==> src/rtl/vwbp_pkg.sv <==
package vwbp_pkg;

  localparam int unsigned FifoDepth = 2;
  localparam int unsigned PtrW      = $clog2(FifoDepth);
  localparam int unsigned AccW      = 39;

  localparam logic [31:0] EmptyValue = 32'hFFFF_FFFF;
  localparam logic [5:0]  MaxWidth   = 6'd32;
  localparam logic [6:0]  HeaderBits = 7'h01;
  localparam logic [2:0]  HeaderLen  = 3'd2;

  typedef struct packed {
    logic [31:0] value;
    logic [5:0]  width;
    logic        hdr;
    logic        last;
    logic        err;
  } vwbp_entry_t;

  // w is already saturated to 0..32
  function automatic logic [31:0] mask_value(logic [31:0] v, logic [5:0] w);
    logic [32:0] m;
    begin
      m = (33'd1 << w) - 33'd1;
      return (v == EmptyValue) ? 32'd0 : (v & m[31:0]);
    end
  endfunction

endpackage

==> src/rtl/vwbp_front.sv <==
module vwbp_front (
  input  logic                 clk_i,
  input  logic                 rst_ni,
  input  logic [31:0]          field_value_i,
  input  logic [5:0]           field_width_i,
  input  logic                 last_field_i,
  input  logic                 push,
  output logic                 full,
  input  logic                 q_full_i,
  output logic                 q_push_o,
  output vwbp_pkg::vwbp_entry_t q_entry_o
);
  import vwbp_pkg::*;

  logic       open_q, open_d;
  logic       drop_q, drop_d;
  logic       take;
  logic [5:0] wsat;
  logic       zero_w;

  assign full   = q_full_i;
  assign take   = push && !q_full_i;
  assign zero_w = (field_width_i == 6'd0);
  assign wsat   = (field_width_i > MaxWidth) ? MaxWidth : field_width_i;

  always_comb begin
    q_entry_o.value = mask_value(field_value_i, wsat);
    q_entry_o.width = wsat;
    q_entry_o.hdr   = !open_q;
    q_entry_o.last  = last_field_i;
    q_entry_o.err   = zero_w;
    q_push_o        = take && !drop_q;
  end

  always_comb begin
    open_d = open_q;
    drop_d = drop_q;
    if (take) begin
      if (drop_q) begin
        if (last_field_i) begin
          drop_d = 1'b0;
        end
      end else if (zero_w) begin
        open_d = 1'b0;
        drop_d = !last_field_i;
      end else begin
        open_d = !last_field_i;
      end
    end
  end

  always_ff @(posedge clk_i or negedge rst_ni) begin
    if (!rst_ni) begin
      open_q <= 1'b0;
      drop_q <= 1'b0;
    end else begin
      open_q <= open_d;
      drop_q <= drop_d;
    end
  end

endmodule

==> src/rtl/vwbp_fifo.sv <==
module vwbp_fifo (
  input  logic                  clk_i,
  input  logic                  rst_ni,
  input  logic                  push_i,
  input  vwbp_pkg::vwbp_entry_t wdata_i,
  output logic                  full_o,
  input  logic                  pop_i,
  output vwbp_pkg::vwbp_entry_t rdata_o,
  output logic                  valid_o
);
  import vwbp_pkg::*;

  vwbp_entry_t       mem_q [FifoDepth];
  logic [PtrW-1:0]   wr_q, rd_q;
  logic [PtrW:0]     cnt_q;
  logic              do_push, do_pop;

  assign full_o  = (cnt_q == (PtrW+1)'(FifoDepth));
  assign valid_o = (cnt_q != '0);
  assign rdata_o = mem_q[rd_q];
  assign do_push = push_i && !full_o;
  assign do_pop  = pop_i && valid_o;

  always_ff @(posedge clk_i) begin
    if (do_push) begin
      mem_q[wr_q] <= wdata_i;
    end
  end

  always_ff @(posedge clk_i or negedge rst_ni) begin
    if (!rst_ni) begin
      wr_q  <= '0;
      rd_q  <= '0;
      cnt_q <= '0;
    end else begin
      if (do_push) begin
        wr_q <= wr_q + PtrW'(1);
      end
      if (do_pop) begin
        rd_q <= rd_q + PtrW'(1);
      end
      cnt_q <= cnt_q + (PtrW+1)'(do_push) - (PtrW+1)'(do_pop);
    end
  end

endmodule

==> src/rtl/vwbp_back.sv <==
module vwbp_back (
  input  logic                  clk_i,
  input  logic                  rst_ni,
  input  vwbp_pkg::vwbp_entry_t q_entry_i,
  input  logic                  q_valid_i,
  output logic                  q_pop_o,
  output logic [7:0]            out_byte_o,
  output logic                  end_of_record_o,
  output logic                  format_error_o,
  output logic                  empty,
  input  logic                  pop
);
  import vwbp_pkg::*;

  logic [AccW-1:0] acc_q, acc_d;
  logic [5:0]      total_q, total_d;
  logic            busy_q, busy_d;
  logic            last_q, last_d;
  logic            err_q, err_d;
  logic            ovalid_q, ovalid_d;
  logic [7:0]      obyte_q;
  logic            oeor_q, oerr_q;

  logic            out_rdy, below8, below16, can_emit, emit, done, load;
  logic [6:0]      res_bits, base_bits;
  logic [2:0]      res_cnt, base_cnt;
  logic [AccW-1:0] acc_new;
  logic [5:0]      total_new;

  assign below8   = (total_q[5:3] == 3'd0);
  assign below16  = (total_q[5:4] == 2'd0);
  assign out_rdy  = !ovalid_q || pop;
  assign can_emit = busy_q && (!below8 || last_q);
  assign emit     = can_emit && out_rdy;
  assign done     = !busy_q || (emit && (last_q ? below8 : below16));
  assign load     = done && q_valid_i;
  assign q_pop_o  = load;

  always_comb begin
    if (!busy_q) begin
      res_bits = acc_q[6:0];
      res_cnt  = total_q[2:0];
    end else if (last_q) begin
      res_bits = '0;
      res_cnt  = '0;
    end else begin
      res_bits = acc_q[14:8];
      res_cnt  = total_q[2:0];
    end
    base_bits = q_entry_i.hdr ? HeaderBits : res_bits;
    base_cnt  = q_entry_i.hdr ? HeaderLen : res_cnt;
    acc_new   = {32'd0, base_bits} | ({7'd0, q_entry_i.value} << base_cnt);
    total_new = {3'd0, base_cnt} + q_entry_i.width;
  end

  always_comb begin
    acc_d   = acc_q;
    total_d = total_q;
    busy_d  = busy_q;
    last_d  = last_q;
    err_d   = err_q;
    if (emit) begin
      if (below8) begin
        acc_d   = '0;
        total_d = '0;
      end else begin
        acc_d   = acc_q >> 8;
        total_d = total_q - 6'd8;
      end
      if (done) begin
        busy_d = 1'b0;
      end
    end
    if (load) begin
      last_d = q_entry_i.last || q_entry_i.err;
      err_d  = q_entry_i.err;
      if (q_entry_i.err) begin
        acc_d   = '0;
        total_d = '0;
        busy_d  = 1'b1;
      end else begin
        acc_d   = acc_new;
        total_d = total_new;
        busy_d  = q_entry_i.last || (total_new[5:3] != 3'd0);
      end
    end
  end

  always_comb begin
    ovalid_d = ovalid_q;
    if (emit) begin
      ovalid_d = 1'b1;
    end else if (pop) begin
      ovalid_d = 1'b0;
    end
  end

  always_ff @(posedge clk_i or negedge rst_ni) begin
    if (!rst_ni) begin
      acc_q    <= '0;
      total_q  <= '0;
      busy_q   <= 1'b0;
      last_q   <= 1'b0;
      err_q    <= 1'b0;
      ovalid_q <= 1'b0;
    end else begin
      acc_q    <= acc_d;
      total_q  <= total_d;
      busy_q   <= busy_d;
      last_q   <= last_d;
      err_q    <= err_d;
      ovalid_q <= ovalid_d;
    end
  end

  always_ff @(posedge clk_i) begin
    if (emit) begin
      obyte_q <= acc_q[7:0];
      oeor_q  <= last_q && below8;
      oerr_q  <= err_q;
    end
  end

  assign empty           = !ovalid_q;
  assign out_byte_o      = obyte_q;
  assign end_of_record_o = oeor_q;
  assign format_error_o  = oerr_q;

endmodule

==> src/rtl/variable_width_bit_packer.sv <==
// LSB-first variable-width bit packer.
// Input side is a queue write port: present field_value_i, field_width_i and
// last_field_i with push; the transfer happens on a clock edge with push high
// and full low. Each field is one transfer; a record starts with header bits
// 01 and ends on the transfer with last_field_i set.
// Output side is a queue read port: while empty is low the oldest byte is on
// out_byte_o, end_of_record_o and format_error_o; pop takes it.
// A field width of zero yields one byte 0 with end_of_record_o and
// format_error_o set, and the remaining fields of that record are dropped.
// The bytes of a field pass through the queue, the packing register and the
// output register. Throughput: one byte per cycle while pop keeps up; a field
// occupies the packing stage until each byte it completes (1 to 5) has been
// emitted. A 2-entry queue between the field decoder and the packing stage
// lets input transfers continue while bytes drain.
// When pop is held low the output byte holds, the packing stage stalls, and
// full rises once both queue entries are occupied. Reset empties everything
// and the next field opens a new record.
module variable_width_bit_packer (
  input  logic        clk_i,
  input  logic        rst_ni,
  input  logic [31:0] field_value_i,
  input  logic [5:0]  field_width_i,
  input  logic        last_field_i,
  input  logic        push,
  output logic        full,
  output logic [7:0]  out_byte_o,
  output logic        end_of_record_o,
  output logic        format_error_o,
  output logic        empty,
  input  logic        pop
);
  import vwbp_pkg::*;

  vwbp_entry_t wr_entry, rd_entry;
  logic        q_push, q_full, q_pop, q_valid;

  vwbp_front u_front (
    .clk_i         (clk_i),
    .rst_ni        (rst_ni),
    .field_value_i (field_value_i),
    .field_width_i (field_width_i),
    .last_field_i  (last_field_i),
    .push          (push),
    .full          (full),
    .q_full_i      (q_full),
    .q_push_o      (q_push),
    .q_entry_o     (wr_entry)
  );

  vwbp_fifo u_fifo (
    .clk_i   (clk_i),
    .rst_ni  (rst_ni),
    .push_i  (q_push),
    .wdata_i (wr_entry),
    .full_o  (q_full),
    .pop_i   (q_pop),
    .rdata_o (rd_entry),
    .valid_o (q_valid)
  );

  vwbp_back u_back (
    .clk_i           (clk_i),
    .rst_ni          (rst_ni),
    .q_entry_i       (rd_entry),
    .q_valid_i       (q_valid),
    .q_pop_o         (q_pop),
    .out_byte_o      (out_byte_o),
    .end_of_record_o (end_of_record_o),
    .format_error_o  (format_error_o),
    .empty           (empty),
    .pop             (pop)
  );

endmodule

==> config.mk <==
export PLATFORM = sky130hd
export DESIGN_NAME = variable_width_bit_packer
export DESIGN_NICKNAME = d
export VERILOG_FILES = /design/src/rtl/vwbp_pkg.sv /design/src/rtl/vwbp_front.sv /design/src/rtl/vwbp_fifo.sv /design/src/rtl/vwbp_back.sv /design/src/rtl/variable_width_bit_packer.sv
export SDC_FILE = /design/constraint.sdc
export NUM_CORES = 1
export LEC_CHECK = 0
export ABC_AREA = 0
export BUFFER_PORTS_ARGS = -buffer_cell sky130_fd_sc_hd__buf_2
export CAP_MARGIN = 20
export CORE_ASPECT_RATIO = 0.8
export CORE_UTILIZATION = 45
export DETAILED_ROUTE_END_ITERATION = 10
export PLACE_DENSITY = 0.71
export SYNTH_ARGS = -nofsm -noshare
export SYNTH_HDL_FRONTEND = slang
export SYNTH_SLANG_ARGS = --single-unit
==> constraint.sdc <==
create_clock -name clk_i -period 8.4 [get_ports clk_i]
set_input_delay 0.42 -clock clk_i [delete_from_list [all_inputs] [get_ports clk_i]]
set_output_delay 0.42 -clock clk_i [all_outputs]
set_load 0.01 [all_outputs]
# Word-level counts from Yosys, hierarchy flattened
# Memories as Yosys holds them, arrays and structs flattened.
# Index checks and enable logic that the tools add are counted.
# totals
reg_bits	65
ram_bits	82
inputBits	43
output_inout_bits	12
wordCells	90
n_memories	1
# memory_table
memory	words	word_bits	read_ports	rd_ports_with_merged_regs	wr	line_no	source
u_fifo.mem_q	2	41	1	0	1	vwbp_fifo.sv:13	vwbp_entry_t mem_q [FifoDepth];
# op_classes
n_addsub	7
magnitude_cmp	1
eq_ne	2
n_shift	2
muxes	29
n_bitwise	3
reduce_logical	31
# ops
operator	count
$mux 39	3
$or 7x39->39	1
$shl 32x3->39	1
$and 32x32->32	1
$eq 32x32->1 const B	1
$mux 32	1
$shl 1x6->32 const A	1
$sub 32x1->32 const B	1
$mux 31	1
$mux 6	5
$mux 7	3
$mux 1	13
$logic_and 1x1->1	9
$mux 3	3
$reduce_bool 2->1	4
$logic_not 1->1	7
$add 3x6->6	1
$gt 6x6->1 const B	1
$logic_not 6->1	1
$sub 6x4->6 const B	1
$logic_or 1x1->1	5
$reduce_and 2->1	2
$logic_not 3->1	1
$reduce_bool 3->1	1
other kinds (6)	7

# Longest topological paths before layout
# depth
depth_word	10
mapped_depth	13
ltp_nobuf	11

# Hierarchy
# Synthesis repeated with hierarchy kept, for this count alone.
# hier_totals
hier_cells	695
area_unflattened_um2	8465.6
# by_module_without_submodules
module	instances	cells_each	area_each_um2
vwbp_back	1	368	3860.0
vwbp_fifo	1	146	3331.9
vwbp_front	1	181	1273.7

# Least setup slack after synthesis
# OpenSTA, ideal clock, no wires.
# synth_timing
path_type	register to register
startpoint	register u_fifo.cnt_q[1]
endpoint	memory u_fifo.mem_q[0][0] in the netlist's numbering, enable pin
setup_ns	0.490
t_arrival_ns	3.431
required_time_ns	7.910
path_slack_ns	4.478
stages_incl_launch_ff	4
n_path_buf	0
path_cell_list	dfrtp_1 -> nand2_1 -> nand2_1 -> nor3_1
# synth_between
elab_chain_cells	7
# synth_lines
item	line_no	source
from (decl)	vwbp_fifo.sv:15	logic [PtrW:0] cnt_q;
from (signal assigned)	vwbp_fifo.sv:42	cnt_q <= cnt_q + (PtrW+1)'(do_push) - (PtrW+1)'(do_pop);
$eq 2x2->1 *	vwbp_fifo.sv:18	assign full_o = (cnt_q == (PtrW+1)'(FifoDepth));
$logic_not 1->1 *	vwbp_front.sv:22, vwbp_fifo.sv:21	
$logic_and 1x1->1	vwbp_front.sv:22	assign take = push && !q_full_i;
$logic_and 1x1->1	vwbp_front.sv:32	q_push_o = take && !drop_q;
$logic_and 1x1->1 *	vwbp_fifo.sv:21	assign do_push = push_i && !full_o;
$mux 1 *	vwbp_fifo.sv:25	if (do_push) begin
$mux 1 (implied by the code) *	vwbp_fifo.sv:26	mem_q[wr_q] <= wdata_i;
to (decl)	vwbp_fifo.sv:13	
# Every way passes the cells marked *; elsewhere a longest branch is shown, timed or not.

# Worst setup path after layout
# layout_timing
startpoint	register u_fifo.rd_q
endpoint	register u_back.busy_q
# layout_between
elab_chain_cells	7
# layout_lines
item	line_no	source
from (decl)	vwbp_fifo.sv:14	logic [PtrW-1:0] wr_q, rd_q;
from (signal assigned)	vwbp_fifo.sv:40	rd_q <= rd_q + PtrW'(1);
$mem_v2 2x41 *	-	
$mux 3	vwbp_back.sv:51	base_cnt = q_entry_i.hdr ? HeaderLen : res_cnt;
$add 3x6->6	vwbp_back.sv:53	total_new = {3'd0, base_cnt} + q_entry_i.width;
$reduce_bool 3->1	vwbp_back.sv:84	busy_d = q_entry_i.last || (total_new[5:3] != 3'd0);
$logic_or 1x1->1	vwbp_back.sv:84	
$mux 1 *	vwbp_back.sv:77	if (q_entry_i.err) begin
$mux 1 *	vwbp_back.sv:74	if (load) begin
to (signal assigned)	vwbp_back.sv:109	busy_q <= busy_d;
to (decl)	vwbp_back.sv:17	logic busy_q, busy_d;
# Marked as above.
# A chain may end at the register's enable or synchronous reset.

==> impl_metrics.py <==
metrics = {
    "timing": {
        "tns_ns": 0,
        "tightest_slew_ns": 1.08,
        "post-route-period-util_pct": 57.5,
        "whs_ns": 0.129,
        "relSlewSlack_pct": 27.3,
        "finalHoldViolCount": 0,
        "finalCriticalPeriod_ns": 4.83,
        "drv_slew": 0,
        "fmax_mhz": 207,
        "rsz0062_at_grt": "false",
        "final.setup_skew_ns": 0.00723,
        "setup_viol": 0,
    },
    "clock_tree": {
        "cts_setup_buffers": 0,
        "cts.clk_slew.worst_paths_ns": 0.07,
        "ctsResizeCount": 0,
        "numCtsBuffers": 17,
        "cts_tree": "built",
        "root_buffer": "clkbuf_16",
        "h-tree-depth": 4,
        "hold_buffers": 0,
        "clkLatencyLatePin_ns": 0.43,
        "clk_path_buf_depth": 2,
        "numClockSinks": 147,
    },
    "global_route": {
        "grt_use_met3_pct": 5.40,
        "grt_overflow_total": 0,
        "grt_pass1_vias": 5626,
        "busiest_layer": "met1",
        "grt_pass1_wl_um": 31900,
        "antenna_found_initial": 0,
        "grt_util_all_layers_pct": 22.6,
        "met2_usage_pct": 31.4,
        "grt_max_degree": 56,
        "grt_util_met1_pct": 34.7,
    },
    "status": {
        "status": "complete, but fails checks",
        "violations": "DRC",
    },
    "placement": {
        "place_hpwl_um": 14500,
        "portBuffers": 54,
        "placedCellCount": 986,
        "place.gp.congestion": 0.921,
    },
    "synth": {
        "synth-seq-cells": 147,
        "synth_ff_type": "edfxtp_1",
        "synth.distinct_cells": 75,
        "synth_top_area_cell": "edfxtp_1",
        "yosysMostFrequentCell": "edfxtp_1",
        "synth.area.top_cells": "edfxtp_1 34%, dfrtp_1 17%, mux2i_1 4.5%",
        "syn_area_um2": 8160,
        "ys_seq_area_share_pct": 50.8,
        "synthArstFlopShare_pct": 37.4,
        "synth_edf_count": 92,
        "yosysWarningCount": 0,
        "syn_inst": 758,
        "syn_nets": 810,
        "synth_top_area_share_pct": 33.9,
        "ys_top_cells_by_count": "92 x edfxtp_1, 59 x nand3_1, 57 x nand2_1, 55 x dfrtp_1, 40 x o21ai_0",
        "synth.avg_cell_area_um2": 10.8,
    },
    "critical_path": {
        "required_ns": 8.69,
        "critical_path_class": "flop to flop",
        "worstPathCellList": "buf_4 -> mux2i_2 -> buf_4 -> nand3_1 -> inv_1 -> ha_1 -> a21oi_1 -> or4_1 -> a2111oi_0 -> o22ai_1",
        "start_kind": "flop",
        "cp_num_buf_inv": 3,
        "worstSetupEndpointType": "flop",
        "crit_family": "buffers and inverters",
        "crit_top_cell": "buf_4",
        "worst_path_max_delay_cell": "inv_1",
        "path_max_fanout": 33,
        "cp.arrival_ns": 5.12,
        "cpPeakStageDelay_ns": 0.79,
    },
    "route": {
        "drc": 1,
        "routed_wl_um": 20300,
        "antenna_left": 0,
        "avgViaCountPerCell": 6.27,
        "dr.pass1.iters": 10,
        "vias": 6386,
        "drtIter0Drc": 557,
        "wl_per_cell_um": 19.9,
    },
    "flow_run": {
        "maxCapViolations": 0,
    },
    "finish": {
        "fillCellCount": 1517,
        "area_growth_pct": 11.4,
        "drive_above_1_share_pct": 17.0,
        "stdcell_count": 1018,
        "fin_util_pct": 51.8,
        "nNetsFinal": 832,
        "n_antenna_cell": 0,
    },
    "power": {
        "power_uw": 3370,
        "combPwrFrac_pct": 43.5,
        "power.share.clock_pct": 22.7,
        "p_leak_uw": 0.00370,
        "p_int_uw": 1990,
        "peakVddDrop_mv": 0.197,
        "p_sw_share_pct": 41.0,
        "power_frac_seq_pct": 33.8,
        "switchingPower_uw": 1380,
        "power_density_nw_per_um2": 371,
    },
    "floorplanning": {
        "rows": 43,
        "io_pins": 55,
        "dieArea_um2": 18700,
        "die_y_um": 122,
        "chipWidth_um": 153,
        "core_area_um2": 17500,
        "start_util_pct": 46.5,
    },
    "min_path": {
        "min_path_type": "primary input to async pin",
    },
}
## stage by stage
step	worst slack (ns)	area [um^2]
2_1_floorplan	4.48	8160
3_3_place_gp	3.73	8490
3_5_place_dp	3.60	8490
4_1_cts	3.58	9090
5_1_grt	3.22	9090
6_report	3.57	9090
## per-layer routing
metal | share of wire, % | wire (um)
met2 | 41 | 8270
met4 | 1.3 | 270
met3 | 8.1 | 1640
met1 | 50 | 10100
met5 | 0 | 0
## final cells by class
class                   instances  area (um^2)  area share, %
inverters                      22         82.6          0.909
clock inverters                14          168           1.84
well taps                     225          282           3.10
multi-input cells             531         3660           40.3
flip-flops and latches        147         4140           45.6
clock buffers                  18          429           4.72
repair buffers                 61          323           3.55
## path summary, 6_finish.rpt
kind | startpoint | to | slack [ns] | cells after the start
setup / recovery | u_fifo.rd_q | u_back.busy_q | 3.57 | 10
hold / removal | rst_ni | u_fifo.cnt_q[0] | 0.13 | 2
setup reg to reg | u_fifo.rd_q | u_back.busy_q | 3.57 | 10
hold reg to reg | u_back.err_q | u_back.format_error_o | 0.45 | 0
max in group asynchronous | rst_ni | u_fifo.rd_q | 7.77 | 2
min in group clk_i | push | u_front.drop_q | 0.19 | 2
## sequential cells by signal (all words and copies together), names as in the netlist, 2 cells and up
name / count
u_back.total_q: 6
u_fifo.cnt_q: 2
u_back.out_byte_o: 8
u_back.acc_q: 39
u_fifo.mem_q: 82
## worst register-to-register path, stage by stage, from the launching register on
cell and delay (ns):
dfrtp_2 0.59, buf_4 0.55, mux2i_2 0.27, buf_4 0.32
nand3_1 0.59, inv_1 0.79, ha_1 0.30, a21oi_1 0.12
or4_1 0.55, a2111oi_0 0.48, o22ai_1 0.14
## cells in the final DEF, fill, tap and decap left out, types with 4 or more instances in the layout
| cell | n |
|---|---|
| a211o_1 | 15 |
| mux2_2 | 8 |
| dfrtp_1 | 54 |
| buf_4 | 7 |
| a21o_1 | 11 |
| ha_1 | 8 |
| nand3_1 | 59 |
| a31o_2 | 5 |
| xor2_1 | 7 |
| nand2b_1 | 6 |
| o31ai_1 | 6 |
| nor4_1 | 4 |
| inv_6 | 6 |
| and3_1 | 22 |
| xnor2_1 | 5 |
| a22oi_1 | 4 |
| nor2b_1 | 8 |
| a22o_1 | 21 |
| o21ai_0 | 40 |
| a21oi_1 | 32 |
| nand2_1 | 57 |
| a211oi_1 | 29 |
| edfxtp_1 | 92 |
| or2_2 | 5 |
| o21ai_1 | 5 |
| mux2i_1 | 36 |
| a32oi_1 | 5 |
| mux4_2 | 6 |
| nand4_1 | 13 |
| o221ai_1 | 5 |
| a221o_1 | 7 |
| inv_1 | 20 |
| buf_2 | 54 |
| nor3_1 | 12 |
| clkbuf_16 | 17 |
| a31oi_1 | 4 |
| nor2_1 | 27 |
## power groups by stage
| stage | combinational (uW) | clock, uW | sequential, uW |
|---|---|---|---|
| 6_report | 1470 | 765 | 1140 |
| 5_1_grt | 1600 | 806 | 1160 |
| 4_1_cts | 1440 | 772 | 1140 |
| 3_5_place_dp | 1440 | 0 | 1150 |
| 3_3_place_gp | 1430 | 0 | 1140 |
| 2_1_floorplan | 1120 | 0 | 1110 |
## kinds of logic (layout without fill, tap and decap cells)
group	count (synthesis)	in the layout	share of synthesized area (%)
xor gates and xnor gates	12	12	1.29
buffers and inverters	80	115	4.51
adders and majority gates	9	9	1.47
DFF	147	147	50.8
muxes	53	53	7.63
AOI/OAI and AO/OA	220	220	19.4
and+or+nand+nor	237	237	15.0
Power figures use the tool's default switching activity.
